==> src/rtl/csim_pkg.sv <==
// Shared types, widths and step counts for the streaming cosine similarity block.
package csim_pkg;

    // Field and accumulator widths.
    localparam int ELEM_W = 16;
    localparam int PROD_W = 2 * ELEM_W;
    localparam int ACC_W  = 48;
    localparam int COS_W  = 16;

    // Back engine widths: squares and products of 48-bit magnitudes, remainder scaled by 2^32.
    localparam int HALF_W = ACC_W / 2;
    localparam int WIDE_W = 2 * ACC_W;
    localparam int QUO_W  = 32;
    localparam int REM_W  = WIDE_W + QUO_W;
    localparam int ROOT_W = QUO_W / 2;

    // Step counts of the back engine phases.
    localparam int MUL_STEPS  = 8;
    localparam int DIV_STEPS  = QUO_W + 2;
    localparam int SQRT_STEPS = ROOT_W;
    localparam int CNT_W      = 6;

    localparam logic [CNT_W-1:0] MUL_LAST  = CNT_W'(MUL_STEPS - 1);
    localparam logic [CNT_W-1:0] DIV_LAST  = CNT_W'(DIV_STEPS - 1);
    localparam logic [CNT_W-1:0] SQRT_LAST = CNT_W'(SQRT_STEPS - 1);
    localparam logic [CNT_W-1:0] DIV_INIT_STEP = CNT_W'(0);
    localparam logic [CNT_W-1:0] DIV_SAT_STEP  = CNT_W'(1);

    // Saturation limits.
    localparam logic signed [ACC_W-1:0] ACC_MAX = {1'b0, {(ACC_W-1){1'b1}}};
    localparam logic signed [ACC_W-1:0] ACC_MIN = {1'b1, {(ACC_W-1){1'b0}}};
    localparam logic signed [COS_W-1:0] COS_MAX = {1'b0, {(COS_W-1){1'b1}}};

    // Input request: one element pair.
    typedef struct packed {
        logic signed [ELEM_W-1:0] a_value;
        logic signed [ELEM_W-1:0] b_value;
        logic                     last;
        logic                     missing;
    } in_t;

    // Output request: one similarity result.
    typedef struct packed {
        logic signed [COS_W-1:0] cosine;
        logic                    zero_result;
        logic                    overflow;
    } out_t;

    // Final sums of one vector pair, handed to the back engine.
    typedef struct packed {
        logic [ACC_W-1:0]   dmag;
        logic               neg;
        logic [ACC_W-2:0]   norm_a;
        logic [ACC_W-2:0]   norm_b;
        logic               zero;
        logic               ovf;
    } fin_t;

    // Status from the accumulator to the controller.
    typedef struct packed {
        logic last_pend;
        logic zero;
    } acc_stat_t;

    // Commands from the controller.
    typedef struct packed {
        logic             hold;
        logic             capture;
        logic             mul_step;
        logic             div_init;
        logic             div_sat;
        logic             div_step;
        logic             sqrt_step;
        logic             out_load;
        logic [CNT_W-1:0] step;
    } ctrl_cmd_t;

    // Saturating accumulate; the top bit of the result flags saturation.
    function automatic logic [ACC_W:0] sat_add(
        input logic signed [ACC_W-1:0]  acc,
        input logic signed [PROD_W-1:0] p
    );
        logic signed [ACC_W:0] s;
        logic [ACC_W:0]        r;
        s = (ACC_W+1)'(acc) + (ACC_W+1)'(p);
        if (!s[ACC_W] && s[ACC_W-1])
        begin
            r = {1'b1, ACC_MAX};
        end
        else if (s[ACC_W] && !s[ACC_W-1])
        begin
            r = {1'b1, ACC_MIN};
        end
        else
        begin
            r = {1'b0, s[ACC_W-1:0]};
        end
        return r;
    endfunction

endpackage

==> src/rtl/csim_accum.sv <==
// Element product stage and saturating dot product and norm accumulators.
module csim_accum (
    input  logic                  clk,
    input  logic                  rst_n,
    input  logic                  elem_valid,
    input  csim_pkg::in_t         elem,
    input  logic                  hold,
    output csim_pkg::acc_stat_t   stat,
    output csim_pkg::fin_t        fin
);

    logic pipe_valid_reg, pipe_valid_next;
    logic pipe_last_reg, pipe_missing_reg;
    logic signed [csim_pkg::PROD_W-1:0] pab_reg, paa_reg, pbb_reg;
    logic signed [csim_pkg::PROD_W-1:0] pab_next, paa_next, pbb_next;

    logic signed [csim_pkg::ACC_W-1:0] dot_reg, norm_a_reg, norm_b_reg;
    logic signed [csim_pkg::ACC_W-1:0] dot_sum, norm_a_sum, norm_b_sum;
    logic missing_seen_reg, overflow_seen_reg;
    logic ov_dot, ov_a, ov_b;
    logic missing_all, overflow_all;
    logic advance;

    // Products of the incoming pair, registered ahead of the adders.
    assign pab_next = elem.a_value * elem.b_value;
    assign paa_next = elem.a_value * elem.a_value;
    assign pbb_next = elem.b_value * elem.b_value;

    assign pipe_valid_next = hold ? pipe_valid_reg : elem_valid;

    always_ff @(posedge clk or negedge rst_n)
    begin
        if (!rst_n)
        begin
            pipe_valid_reg <= 1'b0;
        end
        else
        begin
            pipe_valid_reg <= pipe_valid_next;
        end
    end

    always_ff @(posedge clk)
    begin
        if (elem_valid && !hold)
        begin
            pab_reg          <= pab_next;
            paa_reg          <= paa_next;
            pbb_reg          <= pbb_next;
            pipe_last_reg    <= elem.last;
            pipe_missing_reg <= elem.missing;
        end
    end

    // Saturating sums including the pair in the product stage.
    assign {ov_dot, dot_sum}    = csim_pkg::sat_add(dot_reg, pab_reg);
    assign {ov_a, norm_a_sum}   = csim_pkg::sat_add(norm_a_reg, paa_reg);
    assign {ov_b, norm_b_sum}   = csim_pkg::sat_add(norm_b_reg, pbb_reg);

    assign missing_all  = missing_seen_reg | pipe_missing_reg;
    assign overflow_all = overflow_seen_reg | ov_dot | ov_a | ov_b;
    assign advance      = pipe_valid_reg & ~hold;

    assign stat.last_pend = pipe_valid_reg & pipe_last_reg;
    assign stat.zero      = missing_all || (norm_a_sum == '0) || (norm_b_sum == '0);

    // Final values of the vector pair; norms are never negative.
    assign fin.dmag   = dot_sum[csim_pkg::ACC_W-1] ? (csim_pkg::ACC_W'(0) - dot_sum) : dot_sum;
    assign fin.neg    = dot_sum[csim_pkg::ACC_W-1];
    assign fin.norm_a = norm_a_sum[csim_pkg::ACC_W-2:0];
    assign fin.norm_b = norm_b_sum[csim_pkg::ACC_W-2:0];
    assign fin.zero   = stat.zero;
    assign fin.ovf    = overflow_all;

    // Accumulate, or clear once the last pair has been handed on.
    always_ff @(posedge clk or negedge rst_n)
    begin
        if (!rst_n)
        begin
            dot_reg           <= '0;
            norm_a_reg        <= '0;
            norm_b_reg        <= '0;
            missing_seen_reg  <= 1'b0;
            overflow_seen_reg <= 1'b0;
        end
        else if (advance)
        begin
            if (pipe_last_reg)
            begin
                dot_reg           <= '0;
                norm_a_reg        <= '0;
                norm_b_reg        <= '0;
                missing_seen_reg  <= 1'b0;
                overflow_seen_reg <= 1'b0;
            end
            else
            begin
                dot_reg           <= dot_sum;
                norm_a_reg        <= norm_a_sum;
                norm_b_reg        <= norm_b_sum;
                missing_seen_reg  <= missing_all;
                overflow_seen_reg <= overflow_all;
            end
        end
    end

endmodule

==> config.mk <==
export PLATFORM = sky130hd
export DESIGN_NAME = csim_accum
export DESIGN_NICKNAME = d
export VERILOG_FILES = /design/src/rtl/csim_pkg.sv /design/src/rtl/csim_accum.sv
export SDC_FILE = /design/constraint.sdc
export NUM_CORES = 2
export LEC_CHECK = 0
export ABC_AREA = 1
export BUFFER_PORTS_ARGS = -buffer_cell sky130_fd_sc_hd__buf_2
export CORE_MARGIN = 10
export CORE_UTILIZATION = 35
export DETAILED_ROUTE_END_ITERATION = 10
export GPL_TIMING_DRIVEN = 1
export PLACE_DENSITY_LB_ADDON = 0.12
export SYNTH_ARGS = -nofsm -noshare
export SYNTH_HDL_FRONTEND = slang
export SYNTH_SLANG_ARGS = --single-unit
==> constraint.sdc <==
create_clock -name clk -period 9 [get_ports clk]
set_input_delay 1.8 -clock clk [delete_from_list [all_inputs] [get_ports clk]]
set_output_delay 1.8 -clock clk [all_outputs]
set_load 0.01 [all_outputs]
# After elaboration in Yosys (flattened, before gate mapping)
# Index checks and enable logic that the tools add are counted.
# op_classes
bitwise_logic,7
n_reduce_logical,18
muxes,12
mul,3
addsub,4
# op_table
cell,count
$mux 49,6
$mux 48,4
$add 48x32->49,3
$logic_not 48->1,2
$mul 16x16->32,3
$sub 1x48->48 const A,1
$logic_and 1x1->1,7
$logic_not 1->1,7
$or 1x1->1,4
$and 1x1->1,2
$logic_or 1x1->1,2
$mux 1,2
$not 1->1,1
# totals
register_bits,245
out_inout_bits,147
in_bits,38

# Longest topological paths before layout
# logic_depth
word_depth,9
ltp_mapped,36

# Least setup slack after synthesis
# OpenSTA, ideal clock, no wires.
# synth_timing
kind,input to register
from,input port elem[33] (netlist bit)
to,"register paa_reg[31] (netlist bit), data pin"
t_arrival_ps,7167
path_stages,23
required_time_ps,8739
setup_slack_ps,1573
path_cell_list,clkbuf_1 clkbuf_1 nand2_1 inv_1 fa_1 fa_1 fa_1 fa_1 fa_1 inv_1 fa_1 inv_1 ha_1 nand2_1 nor2_1 nand2_1 nor4_1 nand2_1 o211ai_1 a21oi_1 nor2_1 nor2_1 xor2_1
# synth_between
elab_chain_len,1
# synth_rtl
element,line,source
from (decl),csim_accum.sv:6,"input csim_pkg::in_t elem,"
$mul 16x16->32,csim_accum.sv:26,assign paa_next = elem.a_value * elem.a_value;
via paa_next (one bit),csim_accum.sv:15,"logic signed [csim_pkg::PROD_W-1:0] pab_next, paa_next, pbb_next;"
to (signal assigned),csim_accum.sv:48,paa_reg <= paa_next;
to (decl),csim_accum.sv:14,"logic signed [csim_pkg::PROD_W-1:0] pab_reg, paa_reg, pbb_reg;"
# The timed path passes the listed nets, and every way through them passes these cells.
# A chain may end at the register's enable or synchronous reset.

==> impl_summary.log <==
[metrics] unrepaired setup endpoints after global routing: false
[metrics] number of stages on the worst hold path: 2
[metrics] mean instance size in the synthesized netlist: 7.41 um^2
[metrics] Most common cell on crit path: nand2_1
[metrics] maximum root-to-sink buffer count: 3
[metrics] DRC violation count after routing: 0
[metrics] iteration count of the initial detailed-routing pass: 6
[metrics] total negative slack: 0 ns
[metrics] hold-fix buffer count after cts: 0
[metrics] pin count of the biggest net entering global routing: 78
[metrics] Row Count: 138
[metrics] share of synthesized registers carrying an async set or reset: 0.605
[metrics] number of antenna violations at the first check in global routing: 7
[metrics] crit end category: output pin
[metrics] postcts setup bufs: 0
[metrics] ratio of final minimum period to clock period: 0.936
[metrics] number of violations reported at the end of detailed-routing iteration 0: 2820
[metrics] die area: 158000 um^2
[metrics] HP Class: reg2reg
[metrics] share of cells above drive strength 1: 0.0605
[metrics] Crit Path Max Fanout: 17
[metrics] Data arrival, critical path: 6.63 ns
[metrics] buffering stage count on the worst path with inverters included: 4
[metrics] count of flip-flops with a built-in enable after synthesis: 96
[metrics] initial standard-cell utilization of the core: 0.352
[metrics] worst-case clock skew: 0.0278 ns
[metrics] Die Ht: around 400 um
[metrics] global placement routability congestion: ~0.95
[metrics] first-pass GRT wire length: 251 mm
[metrics] synthesized instance count: 6742
[metrics] post-synth top area cell: fa_1
[metrics] library cell contributing the largest single delay on the critical path: edfxtp_1
[metrics] synthesis warning total: 0
[metrics] area growth from synthesis to layout: 8.60%
[metrics] final routed wirelength across all metal layers: roughly 160 mm
[metrics] Achievable Freq: 119 MHz
[metrics] GRT Util Overall: 0.200
[metrics] classification of the worst setup path: reg2out
[metrics] nets in the synthesized netlist: slightly below 8000
[metrics] vias in the first global route: 44362
[metrics] core outline area: 142000 um^2
[metrics] clock latency on the worst-skew pair: between 0.5 and 0.6 ns
[metrics] count of H-tree levels built during CTS: 2
[metrics] width of the chip: 398 um
[metrics] final setup violating endpoints: 0
[metrics] grt ovf: 0
[metrics] cell count along the critical path: 30
[metrics] area taken by flip-flops and latches: 6560 um^2
[metrics] data required time of the critical path: 7.20 ns
[metrics] largest delay contributor family on the critical path: simple AND/OR/NAND/NOR gates
[metrics] Slowest Stage Delay on Critical Path: 0.78 ns
[metrics] area share of the largest cell type after synthesis: 0.293
[metrics] dpl hpwl: 132 mm
[metrics] CTS Buf Count: 35
[metrics] clock transition at the registers of the reported paths: 0.05 ns
[metrics] CP startpoint kind: flop
[metrics] Synth cell types: 55
[metrics] flip-flop and latch count after synthesis: 243
[metrics] Slew Limit Headroom: 0.277
[metrics] count of nets left with antenna violations after detail routing: 0
[metrics] Synth area leaders: fa_1 (29%), inv_1 (12%), nand2_1 (12%), ha_1 (10%), dfrtp_1 (7.4%)
[metrics] main flop type after synthesis: dfrtp_1
[metrics] multi-input logic area: 36500 um^2
[metrics] worst-margin pin slew: 1.07 ns
[metrics] post-cts sizing count: 0
[metrics] worst reg-to-reg path cell count: 18
[metrics] total of max-cap violations: 0
[metrics] Clock Root Buffer: clkbuf_16
[metrics] clock period minus final worst setup slack: ~8.4 ns
[metrics] average wire length per cell after detail routing: approximately 18 um
[metrics] detailed-route via count: 42421
[metrics] final-report hold violation count: 0
[metrics] quantity of I/O buffers inserted on ports: approximately 180
[metrics] most frequent cell after synthesis: inv_1
[metrics] net total in the final layout: 8034
[metrics] CTS tree: done
[metrics] status: complete, no violations
[metrics] number of filler cells placed in the layout: 15065
[metrics] number of ports placed on the die boundary: 185
[metrics] Vias per Instance: 4.84
[metrics] cell area after technology mapping: between 40000 and 50000 um^2
[metrics] post-synthesis sequential area ratio: 0.131
[metrics] synth cell count leaders: inv_1 (1631), nand2_1 (1598), fa_1 (730)
[metrics] Num Clock Sinks: 243
[metrics] pins over their slew limit: 0
## metal layers
| layer | global-route usage | vias up | wire length (um) |
|---|---|---|---|
| met1 | 0.282 | 20654 | 75700 |
| met5 | 0 | - | 11 |
| met3 | 0.0156 | 144 | 6000 |
| li1 | - | 20776 | - |
| met2 | 0.332 | 845 | 72500 |
| met4 | 0.0441 | 2 | 3440 |
## cells in the final DEF, fill, tap and decap left out, types with 147 or more instances in the layout
master,instances
inv_1,1628
nand2_1,1598
fa_1,730
nor2_1,443
ha_1,416
a21oi_1,320
nand3_1,310
o21ai_0,263
buf_2,183
dfrtp_1,147
## cell type report
type | count | area share
sequential | 243 | 0.121
timing repair buffer | 254 | 0.0272
inverter | 1652 | 0.114
clock buffer | 40 | 0.0165
clock inverter | 24 | 0.00438
antenna | 2 | 0.0000922
tap | 1890 | 0.0436
multi-input combinational | 4664 | 0.673
## through the flow
stage / hold slack (ns) / cells / util / worst slack, ns / instance area, um^2
final: 0.487 / 8769 / 0.383 / 0.572 / 54300
after global routing: 0.508 / 8769 / 0.383 / 0.0350 / 54300
after CTS: 0.487 / 8767 / 0.383 / 0.642 / 54200
after detailed placement: 0.473 / 8703 / 0.375 / 0.857 / 53100
after global placement: 0.474 / 8703 / 0.375 / 0.917 / 53100
after floorplan: 0.453 / 6742 / - / 1.57 / 50000
## worst register-to-register path: stages (launching register included)
cell and delay (ns):
edfxtp_1 0.78, ha_1 0.60, nand2_1 0.13, nor2_1 0.28, nand2_1 0.14, nor2_1 0.16
nand4_1 0.25, nand3_1 0.19, inv_1 0.05, o21ai_0 0.17, xor2_1 0.39, inv_1 0.09
ha_1 0.29, inv_1 0.51, buf_12 0.32, nand3_1 0.26, nand2_1 0.16, inv_1 0.11
o21ai_0 0.15
## final timing paths
kind	from	to	slack, ns
worst min-delay path	dot_reg[33]	dot_reg[33]	0.49
min in group asynchronous	rst_n	norm_b_reg[38]	1.22
max in group asynchronous	rst_n	dot_reg[12]	6.57
worst max register to register	pab_reg[31]	dot_reg[40]	3.92
worst max-delay path	pab_reg[31]	fin[132]	0.57
worst min register to register	dot_reg[33]	dot_reg[33]	0.49
## cell families after synthesis
family                   share of synthesized area
adder cells (fa/ha/maj)                      0.397
flip-flops                                   0.131
AND/OR/NAND/NOR                              0.215
XOR/XNOR                                    0.0266
AO/OA/AOI/OAI                               0.0911
buffers and inverters                        0.138
multiplexers                              0.000601
Power is left out: the tool's default activity adds up to more than one toggle a clock period on the data nets, which glitch-free logic cannot reach.
