$ cat config.mk
export PLATFORM = sky130hd
export DESIGN_NAME = csim_ctrl
export DESIGN_NICKNAME = d
export VERILOG_FILES = /design/src/rtl/csim_pkg.sv /design/src/rtl/csim_ctrl.sv
export SDC_FILE = /design/constraint.sdc
export NUM_CORES = 1
export LEC_CHECK = 0
export BUFFER_PORTS_ARGS = -buffer_cell sky130_fd_sc_hd__buf_2
export CAP_MARGIN = 10
export CORE_MARGIN = 5
export CORE_UTILIZATION = 43
export CTS_CLUSTER_DIAMETER = 50
export CTS_CLUSTER_SIZE = 20
export DETAILED_ROUTE_END_ITERATION = 10
export PLACE_DENSITY = 0.67
export SYNTH_ARGS = -nofsm -noshare
export SYNTH_HDL_FRONTEND = slang
export SYNTH_SLANG_ARGS = --single-unit
$ cat constraint.sdc
create_clock -name clk -period 1.7 [get_ports clk]
set_input_delay 0.085 -clock clk [delete_from_list [all_inputs] [get_ports clk]]
set_output_delay 0.085 -clock clk [all_outputs]
set_load 0.03 [all_outputs]
$ cat src/rtl/csim_pkg.sv
// Shared types, widths and step counts for the streaming cosine similarity block.
package csim_pkg;

    // Field and accumulator widths.
    localparam int ELEM_W = 16;
    localparam int PROD_W = 2 * ELEM_W;
    localparam int ACC_W  = 48;
    localparam int COS_W  = 16;

    // Back engine widths: squares and products of 48-bit magnitudes, remainder scaled by 2^32.
    localparam int HALF_W = ACC_W / 2;
    localparam int WIDE_W = 2 * ACC_W;
    localparam int QUO_W  = 32;
    localparam int REM_W  = WIDE_W + QUO_W;
    localparam int ROOT_W = QUO_W / 2;

    // Step counts of the back engine phases.
    localparam int MUL_STEPS  = 8;
    localparam int DIV_STEPS  = QUO_W + 2;
    localparam int SQRT_STEPS = ROOT_W;
    localparam int CNT_W      = 6;

    localparam logic [CNT_W-1:0] MUL_LAST  = CNT_W'(MUL_STEPS - 1);
    localparam logic [CNT_W-1:0] DIV_LAST  = CNT_W'(DIV_STEPS - 1);
    localparam logic [CNT_W-1:0] SQRT_LAST = CNT_W'(SQRT_STEPS - 1);
    localparam logic [CNT_W-1:0] DIV_INIT_STEP = CNT_W'(0);
    localparam logic [CNT_W-1:0] DIV_SAT_STEP  = CNT_W'(1);

    // Saturation limits.
    localparam logic signed [ACC_W-1:0] ACC_MAX = {1'b0, {(ACC_W-1){1'b1}}};
    localparam logic signed [ACC_W-1:0] ACC_MIN = {1'b1, {(ACC_W-1){1'b0}}};
    localparam logic signed [COS_W-1:0] COS_MAX = {1'b0, {(COS_W-1){1'b1}}};

    // Input request: one element pair.
    typedef struct packed {
        logic signed [ELEM_W-1:0] a_value;
        logic signed [ELEM_W-1:0] b_value;
        logic                     last;
        logic                     missing;
    } in_t;

    // Output request: one similarity result.
    typedef struct packed {
        logic signed [COS_W-1:0] cosine;
        logic                    zero_result;
        logic                    overflow;
    } out_t;

    // Final sums of one vector pair, handed to the back engine.
    typedef struct packed {
        logic [ACC_W-1:0]   dmag;
        logic               neg;
        logic [ACC_W-2:0]   norm_a;
        logic [ACC_W-2:0]   norm_b;
        logic               zero;
        logic               ovf;
    } fin_t;

    // Status from the accumulator to the controller.
    typedef struct packed {
        logic last_pend;
        logic zero;
    } acc_stat_t;

    // Commands from the controller.
    typedef struct packed {
        logic             hold;
        logic             capture;
        logic             mul_step;
        logic             div_init;
        logic             div_sat;
        logic             div_step;
        logic             sqrt_step;
        logic             out_load;
        logic [CNT_W-1:0] step;
    } ctrl_cmd_t;

    // Saturating accumulate; the top bit of the result flags saturation.
    function automatic logic [ACC_W:0] sat_add(
        input logic signed [ACC_W-1:0]  acc,
        input logic signed [PROD_W-1:0] p
    );
        logic signed [ACC_W:0] s;
        logic [ACC_W:0]        r;
        s = (ACC_W+1)'(acc) + (ACC_W+1)'(p);
        if (!s[ACC_W] && s[ACC_W-1])
        begin
            r = {1'b1, ACC_MAX};
        end
        else if (s[ACC_W] && !s[ACC_W-1])
        begin
            r = {1'b1, ACC_MIN};
        end
        else
        begin
            r = {1'b0, s[ACC_W-1:0]};
        end
        return r;
    endfunction

endpackage

$ cat src/rtl/csim_ctrl.sv
// Controller state machine sequencing the multiply, divide and square root phases.
module csim_ctrl (
    input  logic                  clk,
    input  logic                  rst_n,
    input  csim_pkg::acc_stat_t   stat,
    input  logic                  result_stall,
    output csim_pkg::ctrl_cmd_t   cmd,
    output logic                  result_valid
);

    localparam logic [2:0] ST_IDLE = 3'd0;
    localparam logic [2:0] ST_MUL  = 3'd1;
    localparam logic [2:0] ST_DIV  = 3'd2;
    localparam logic [2:0] ST_SQRT = 3'd3;
    localparam logic [2:0] ST_PUT  = 3'd4;

    logic [2:0]                 state_reg, state_next;
    logic [csim_pkg::CNT_W-1:0] cnt_reg, cnt_next;
    logic                       out_valid_reg, out_valid_next;
    logic                       out_free;

    assign out_free = ~out_valid_reg | ~result_stall;

    // Next state and commands.
    always_comb
    begin
        cmd            = '0;
        cmd.step       = cnt_reg;
        cmd.hold       = stat.last_pend & (state_reg != ST_IDLE);
        cmd.capture    = stat.last_pend & (state_reg == ST_IDLE);
        state_next     = state_reg;
        cnt_next       = cnt_reg;
        unique case (state_reg)
            ST_IDLE:
            begin
                if (cmd.capture)
                begin
                    state_next = stat.zero ? ST_PUT : ST_MUL;
                    cnt_next   = '0;
                end
            end
            ST_MUL:
            begin
                cmd.mul_step = 1'b1;
                if (cnt_reg == csim_pkg::MUL_LAST)
                begin
                    state_next = ST_DIV;
                    cnt_next   = '0;
                end
                else
                begin
                    cnt_next = cnt_reg + 1'b1;
                end
            end
            ST_DIV:
            begin
                if (cnt_reg == csim_pkg::DIV_INIT_STEP)
                begin
                    cmd.div_init = 1'b1;
                end
                else if (cnt_reg == csim_pkg::DIV_SAT_STEP)
                begin
                    cmd.div_sat = 1'b1;
                end
                else
                begin
                    cmd.div_step = 1'b1;
                end
                if (cnt_reg == csim_pkg::DIV_LAST)
                begin
                    state_next = ST_SQRT;
                    cnt_next   = '0;
                end
                else
                begin
                    cnt_next = cnt_reg + 1'b1;
                end
            end
            ST_SQRT:
            begin
                cmd.sqrt_step = 1'b1;
                if (cnt_reg == csim_pkg::SQRT_LAST)
                begin
                    state_next = ST_PUT;
                    cnt_next   = '0;
                end
                else
                begin
                    cnt_next = cnt_reg + 1'b1;
                end
            end
            ST_PUT:
            begin
                if (out_free)
                begin
                    cmd.out_load = 1'b1;
                    state_next   = ST_IDLE;
                end
            end
            default:
            begin
                state_next = ST_IDLE;
                cnt_next   = '0;
            end
        endcase
    end

    // The result stays valid until it is taken.
    assign out_valid_next = cmd.out_load ? 1'b1 : (out_valid_reg & result_stall);

    always_ff @(posedge clk or negedge rst_n)
    begin
        if (!rst_n)
        begin
            state_reg     <= ST_IDLE;
            cnt_reg       <= '0;
            out_valid_reg <= 1'b0;
        end
        else
        begin
            state_reg     <= state_next;
            cnt_reg       <= cnt_next;
            out_valid_reg <= out_valid_next;
        end
    end

    assign result_valid = out_valid_reg;

endmodule

After elaboration in Yosys (flattened, before gate mapping)
Index checks and enable logic that the tools add are counted.

Bitwise gates (word level): 7. $add $sub $neg: 1. Reductions and logical operators: 5. Eq/ne operators: 13. Mux-type cells: 22.

Operator list (number): one-hot mux 6 bit (5 select lines) (1); 2-to-1 mux 6 bit (4); 2-to-1 mux 3 bit (7); one-hot mux 3 bit (5 select lines) (1); != test 2 bit, second input constant (5); 2-to-1 mux 1 bit (8); adder 6 x 1 -> 6 bit, second input constant (1); == test 3 x 2 -> 1 bit, second input constant (2); == test 6 x 1 -> 1 bit, second input constant (1); == test 6 x 3 -> 1 bit, second input constant (1); == test 6 x 4 -> 1 bit, second input constant (1); == test 6 bit, second input constant (1); logical NOT 6 bit (1); AND reduction 5 bit (1); AND 1 bit (3); == test 3 x 1 -> 1 bit, second input constant (1); == test 3 bit, second input constant (1); logical NOT 3 bit (1); NOT 1 bit (3); nonzero test 3 bit (1); 2-to-1 mux 2 bit (1); AND reduction 2 bit (1); bitwise OR 1 bit (1).

Flip-flop bits (word level): 10. Word-level logic and storage cells: 51. Input port bits: 5. Output and inout port bits: 15.

Longest topological paths before layout
Gate-level depths: netlist (run 1).

Depth in word-level cells: 5. Depth in mapped cells: 7. Depth with buffers taken out: 6.

Least setup slack after synthesis (run 1)
No wires, ideal clock.

Kind: register to register. Start: register state_reg[2]. End: register state_reg[0]. Clock period less this slack: 2.054 ns. Setup time: 0.147 ns. Path buffers: 1. Data required time: 1.553 ns. Cell stages (with the launch flop): 7. Arrival time: 1.908 ns. Setup slack: -0.354 ns. Cell sequence: dfrtp_1 > buf_2 > nor3b_1 > o31ai_2 > o21ai_2 > or3_1 > o311ai_1.

Longest elaborated chain between the ends: 4. Elaborated cells on any way between the ends: 13. Those cells by class: eq/ne (9); mux (1); bitwise (1); reduce/logical (2).

RTL lines: start, declared (RTL line csim_ctrl.sv:17) `logic [2:0] state_reg, state_next;`; start signal, assigned (RTL line csim_ctrl.sv:121) `state_reg <= state_next;`; logical NOT 3 bit (RTL line csim_ctrl.sv:30, csim_ctrl.sv:33); AND 1 bit (RTL line csim_ctrl.sv:30) `cmd.capture = stat.last_pend & (state_reg == ST_IDLE);`; != test 2 bit (no source line); AND reduction 5 bit (no source line).

Several ways; a longest one is shown, not always the timed one. A chain may end at the register's enable or synchronous reset.

Final worst setup path (run 1)
Start: register cnt_reg[3] in the netlist's numbering. End: register state_reg[0].

Longest elaborated chain between the ends: 3. Elaborated cells on any way between the ends: 7. Those cells by class: eq/ne (6); reduce/logical (1).

RTL lines: start, declared (RTL line csim_ctrl.sv:18) `logic [csim_pkg::CNT_W-1:0] cnt_reg, cnt_next;`; start signal, assigned (RTL line csim_ctrl.sv:122) `cnt_reg <= cnt_next;`; == test 6 x 4 -> 1 bit (tied with other cells) (RTL line csim_ctrl.sv:82) `if (cnt_reg == csim_pkg::SQRT_LAST)`; != test 2 bit (no source line); AND reduction 5 bit (no source line) *.

Every way passes the cells marked *; elsewhere a longest branch is shown, timed or not.

==> run_results.csv, run 1 <==
group,metric,value,unit
outcome,status,"finished, violations left",
outcome,violations,"negative setup slack",
timing,fin_skew,0.001679,ns
route,drcViolationCount,0,
grt,antenna_found_initial,0,
route,wl_per_cell,14.40,um
yosys,ys_ff_latch,10,
route,dr_total_vias,728,
worst_setup_path,worstPathArrival,1.88,ns
timing,worstMarginPinSlew,0.3994,ns
floorplanning,io_pins,20,
grt,grt_pass1_vias,680,
worst_setup_path,endpoint_kind,"flop",
layout,drive_gt1_share,49.15,%
place,place.gp.congestion,0.7853,
hold_path,hold_class,"input pin to flop",
yosys,ys.flop_type,"dfrtp_1",
clock_tree,clk_pin_slew,0.06,ns
worst_setup_path,crit_type,"flop to flop",
timing,finalWorstSetupSlack,-0.01163,ns
timing,maxSlewHeadroom,73.14,%
pwr,power_leakage,0.0005239,uW
grt,grtUsageTotal,15.31,%
clock_tree,cts_tree,"yes",
floorplanning,die_w,51.61,um
floorplanning,die_height,51.61,um
yosys,synthesis.nets,92,
clock_tree,clk_path_buf_depth,2,
worst_setup_path,critPathLaunchType,"flop",
yosys,synth_edf_count,0,
clock_tree,clockRootBuffer,"clkbuf_4",
pwr,power_frac_comb,4.0,%
job,cap_violations,0,
timing,max_freq,0.5842,GHz
timing,holdWs,0.05478,ns
timing,maxSlewViolCount,0,
worst_setup_path,path_max_fanout,6,
grt,grt_max_degree,12,
yosys,ys_seq_area_share,33.61,%
layout,syn_to_final_growth,41.01,%
worst_setup_path,crit_path_start,"cnt_reg[3]",
pwr,powerDensity,403.9,nW/um^2
layout,nNetsFinal,127,
route,viasPerCell,5.393,
place,io_buffers,19,
yosys,async_flop_share,100.0,%
pwr,switching_power,89.11,uW
worst_setup_path,crit_slowest_cell,"dfrtp_2",
floorplanning,start_util,44.07,%
worst_setup_path,critPathCapture,"state_reg[0]",
timing,finalSetupViolations,1,
route,drtIter0Drc,7,
floorplanning,core_area,1689,um^2
grt,grt_remaining_overflow,0,
layout,antenna_cells,0,
yosys,syn_area_per_cell,8.863,um^2
layout,ff_latch_area,256.5,um^2
yosys,yosys_warnings,0,
worst_setup_path,worstRegToRegCells,5,
pwr,power.total,424.0,uW
worst_setup_path,r2r-end,"state_reg[0]",
clock_tree,clock_latency,0.26,ns
timing,finalCritPeriodShare,100.7,%
worst_setup_path,crit_path_cell_trace,"nor3_4, and4b_1, o21ai_2, or3_4, o311ai_4",
timing,min_period,1.712,ns
worst_setup_path,max_stage_delay,0.48,ns
pwr,p_seq_share,56.1,%
clock_tree,clock-sinks,10,
timing,finalHoldViolCount,0,
pwr,peakVddDrop,0.3697,mV
timing,rsz0062_at_grt,"yes",
layout,multi_input_area,506.7,um^2
worst_setup_path,reg2reg_slack,-0.01,ns
floorplanning,die_area,2664,um^2
yosys,synth_cells,84,
layout,largest_reg_flops,6,
yosys,synth_cell_types,35,
route,totalWireLength,1944,um
layout,fill_cells,142,
pwr,clkPwrFrac,39.9,%
route,drt_first_pass_iters,4,
worst_setup_path,crit_required,1.87,ns
place,dp_hpwl,1429,um
route,detail-route-antenna-nets,0,
worst_setup_path,r2r-start,"cnt_reg[3]",
yosys,netlist_area,744.5,um^2
clock_tree,cts_buffers,3,
grt,grt_pass1_wl,3070,um
clock_tree,h-tree-depth,1,
pwr,sw_frac_of_total,21.02,%
pwr,p_int,334.9,uW
floorplanning,rows,15,
[stage by stage]
stage	instances	setup slack, ns	utilization [%]	TNS [ns]	area [um^2]
floorplan	84	-0.07661	-	-0.07661	779.5
global placement	126	-0.01315	55.56	-0.01315	938.4
detailed placement	126	-0.02843	55.56	-0.02843	938.4
CTS	135	-0.008193	59.48	-0.008193	1005
global route	135	-0.07323	62.15	-0.1808	1050
finish	135	-0.01163	62.15	-0.01163	1050
[routing by layer]
metal | share of wire [%] | vias to the layer above | GRT usage, %
met5 | 0 | - | 0
met4 | 0.72 | 0 | 6.550
met3 | 3.5 | 2 | 2.579
met2 | 48 | 15 | 24.79
met1 | 48 | 344 | 20.00
li1 | - | 367 | -
[timing repair]
item                                    CTS  global route
buffers inserted                          4             0
pin swaps                                 1             1
hold buffers                              1             0
gates resized for setup                   0             9
endpoints found under the setup margin    1             7
endpoints found under the hold margin    10             0
[synth_stat cells, drive strengths merged, types with 2 or more instances]
master,instances,area [um^2]
buf,5,41.28
and4b,2,20.02
nor2b,4,25.02
nor2,3,11.26
ha,3,37.54
and2,4,25.02
nand3b,3,35.03
inv,3,11.26
a22o,2,20.02
nand2,8,30.03
o21ai,8,43.79
nor3,5,36.29
o31ai,3,27.52
nand3,3,15.01
dfrtp,10,250.2
a21oi,6,30.03
[area by class of cell]
class / count / share of cell area, %
Multi-Input combinational cell: 65 / 48.27
Timing Repair Buffer: 36 / 21.69
Sequential cell: 10 / 24.43
Inverter: 3 / 1.073
Tap cell: 17 / 2.026
Clock buffer: 4 / 2.503
[layout by cell type, fill, tap and decap left out, types with 2 or more instances in the layout]
master and n:
buf_2 18, buf_4 17, nand2_1 8, o21ai_0 6, a21oi_1 6, dfrtp_2 5
dfrtp_1 5, and2_1 4, nor3_1 4, inv_1 3, nor2b_1 3, nor2_1 3
nand3_1 3, clkbuf_4 3, and4b_1 2, nand3b_1 2, o21ai_2 2, o31ai_1 2
ha_1 2
[power groups by stage]
stage | Combinational [uW] | Sequential [uW] | Clock, uW
CTS | 17.3 | 238 | 179
detailed placement | 15.5 | 242 | 0
finish | 17.1 | 238 | 169
global placement | 15.1 | 242 | 0
floorplan | 3.83 | 242 | 0
global route | 19.3 | 238 | 193
[worst min path at each step]
stage	cells past startpoint	to	slack, ns	start
after CTS	3	result_valid	0.04	result_stall
after global routing	3	result_valid	0.07	result_stall
after global placement	1	state_reg[2]	-0.04	rst_n
after floorplan	0	cnt_reg[0]	-0.21	rst_n
after detailed placement	1	result_valid	-0.04	rst_n
final	3	result_valid	0.05	result_stall
[cell families after synthesis]
logic type / after synthesis / share of synthesized area [%]
simple gates: 38 / 31.77
mux: 1 / 1.345
buf+inv: 9 / 7.561
flops: 10 / 33.61
fa+ha+maj: 3 / 5.043
compound gates: 23 / 20.67
[critical path: cells and delay by family (launching register included)]
family          cells  cell delay [ns]
compound gates      2             0.30
flops               1             0.48
simple gates        3             0.84
No activity file was read; power rests on OpenSTA's default activity.
==> inputs of run 2 (changes only) <==
Settings changed: GPL_TIMING_DRIVEN set to 0, PLACE_DENSITY 0.67 to 0.64.
Clock period 1.7 ns to 1.6 ns, I/O delays scaled along.
==> run_results.csv, run 2 (synthesis results as in run 1) <==
group,metric,value,unit
clock_tree,cts_buffers,3,
layout,nNetsFinal,129,
place,place.gp.congestion,0.7451,
grt,grt_remaining_overflow,0,
clock_tree,clockRootBuffer,"clkbuf_4",
route,dr_total_vias,735,
outcome,status,"finished, violations left",
layout,final_common_cell,"buf_2",
hold_path,worstHoldStart,"result_stall",
route,viasPerCell,5.365,
pwr,sw_frac_of_total,23.46,%
timing,max_freq,0.5737,GHz
floorplanning,start_util,44.07,%
floorplanning,rows,15,
clock_tree,clk_path_buf_depth,2,
worst_setup_path,max_stage_delay,0.48,ns
timing,maxSlewViolCount,0,
worst_setup_path,crit_required,1.77,ns
hold_path,min_delay_path_depth,3,
layout,layout_common_cells,"buf_2 (17), buf_4 (13), nand2_1 (8)",
floorplanning,die_w,51.61,um
timing,finalHoldViolCount,0,
timing,finalCritPeriodShare,108.9,%
worst_setup_path,reg2reg_slack,-0.14,ns
floorplanning,die_area,2664,um^2
worst_setup_path,worstPathArrival,1.92,ns
route,drcViolationCount,0,
timing,fin_skew,0.0008289,ns
worst_setup_path,worstRegToRegCells,5,
clock_tree,clock_latency,0.27,ns
worst_setup_path,critPathLaunchType,"flop",
layout,drive_gt1_share,55.83,%
worst_setup_path,path_max_fanout,6,
route,wl_per_cell,15.09,um
worst_setup_path,endpoint_kind,"flop",
grt,grt_pass1_vias,805,
worst_setup_path,critPathBufInv,0,
worst_setup_path,r2r-start,"cnt_reg[2]",
timing,min_period,1.743,ns
clock_tree,h-tree-depth,1,
floorplanning,io_pins,20,
clock_tree,clock-sinks,10,
floorplanning,die_height,51.61,um
route,totalWireLength,2067,um
job,cap_violations,0,
timing,rsz0062_at_grt,"yes",
grt,grt_pass1_wl,3525,um
clock_tree,cts_tree,"yes",
grt,grt_max_degree,12,
route,detail-route-antenna-nets,0,
timing,worstMarginPinSlew,0.3790,ns
hold_path,hold_class,"input pin to flop",
place,io_buffers,19,
pwr,powerDensity,410.5,nW/um^2
route,drt_first_pass_iters,4,
layout,final_util,67.04,%
pwr,p_int,355.7,uW
layout,fill_cells,136,
worst_setup_path,crit_path_cell_trace,"nor3_4, and4b_1, o21ai_2, or3_4, o311ai_4",
pwr,power_leakage,0.0005533,uW
timing,finalSetupViolations,6,
floorplanning,core_area,1689,um^2
hold_path,whs_endpoint,"result_valid",
layout,syn_to_final_growth,52.10,%
pwr,power.total,464.8,uW
pwr,power_frac_comb,3.9,%
worst_setup_path,cpLargestDelayFamily,"simple AND/OR/NAND/NOR gates",
clock_tree,clk_pin_slew,0.07,ns
worst_setup_path,r2r-end,"state_reg[0]",
timing,maxSlewHeadroom,74.52,%
pwr,clkPwrFrac,41.8,%
grt,antenna_found_initial,0,
outcome,violations,"negative setup slack",
layout,largest_reg_flops,6,
timing,finalWorstSetupSlack,-0.1430,ns
layout,antenna_cells,0,
worst_setup_path,crit_slowest_cell,"dfrtp_2",
pwr,peakVddDrop,0.4155,mV
pwr,switching_power,109.0,uW
pwr,p_seq_share,54.3,%
place,place_ws,-0.2191,ns
route,drtIter0Drc,5,
place,dp_hpwl,1307,um
worst_setup_path,crit_type,"flop to flop",
grt,grtUsageTotal,17.68,%
[run 2: cell types whose count changed in the layout (fill, tap and decap cells not counted), sizes merged]
cell    previous run  this run
clkbuf             4         7
buf               35        34
[run 2: layer usage]
layer  GRT usage, %  wire length, um  share of wire, %
met1          22.12              963                47
met2          28.81             1017                49
met3          4.011               74               3.6
met4          7.860               12              0.58
met5              0                0                 0
[run 2: repair_timing]
item,in CTS,in global routing
pin swaps,5,0
hold buffers,1,0
hold endpoints to repair,10,0
endpoints found under the setup margin,11,11
gates cloned,0,0
buffers inserted,14,1
gates resized for setup,16,15
[run 2: worst max-delay path by stage]
stage,from,endpoint,slack [ns],cells after the start
floorplan,cnt_reg[2],state_reg[0],-0.18,6
global placement,cnt_reg[0],state_reg[0],-0.20,6
detailed placement,cnt_reg[0],state_reg[0],-0.22,6
CTS,cnt_reg[0],state_reg[0],-0.11,6
global route,cnt_reg[4],state_reg[0],-0.23,5
finish,cnt_reg[2],state_reg[0],-0.14,5
[run 2: worst min-delay path, cell delays in order]
cell	delay, ns
buf_2	0.10
nand2_1	0.05
nand2_1	0.05
[run 2: layout make-up]
cell class                 count  area [um^2]  area share (%)
buffer                         3        20.02           1.768
sequential                    10        259.0           22.87
tap                           17        21.27           1.878
inverter                       3        11.26          0.9945
clock buffer                   4        26.28           2.320
multi-input combinational     65        545.5           48.18
timing repair buffer          35        249.0           21.99
[run 2: through the flow]
step	cell area [um^2]	instances	hold WS (ns)	setup TNS [ns]
floorplan	785.8	84	-0.2156	-0.3377
global placement	902.1	120	-0.03838	-0.8316
detailed placement	902.1	120	-0.03853	-1.058
CTS	1077	136	0.02966	-0.4382
global route	1132	137	0.06094	-1.443
finish	1132	137	0.03840	-0.4316
[run 2: power by group through the flow]
stage               Clock, uW  Combinational (uW)  Sequential, uW
finish                    194                18.3             252
floorplan                   0                4.07             258
detailed placement          0                16.6             257
global placement            0                16.3             257
CTS                       198                18.5             252
global route              218                20.7             252
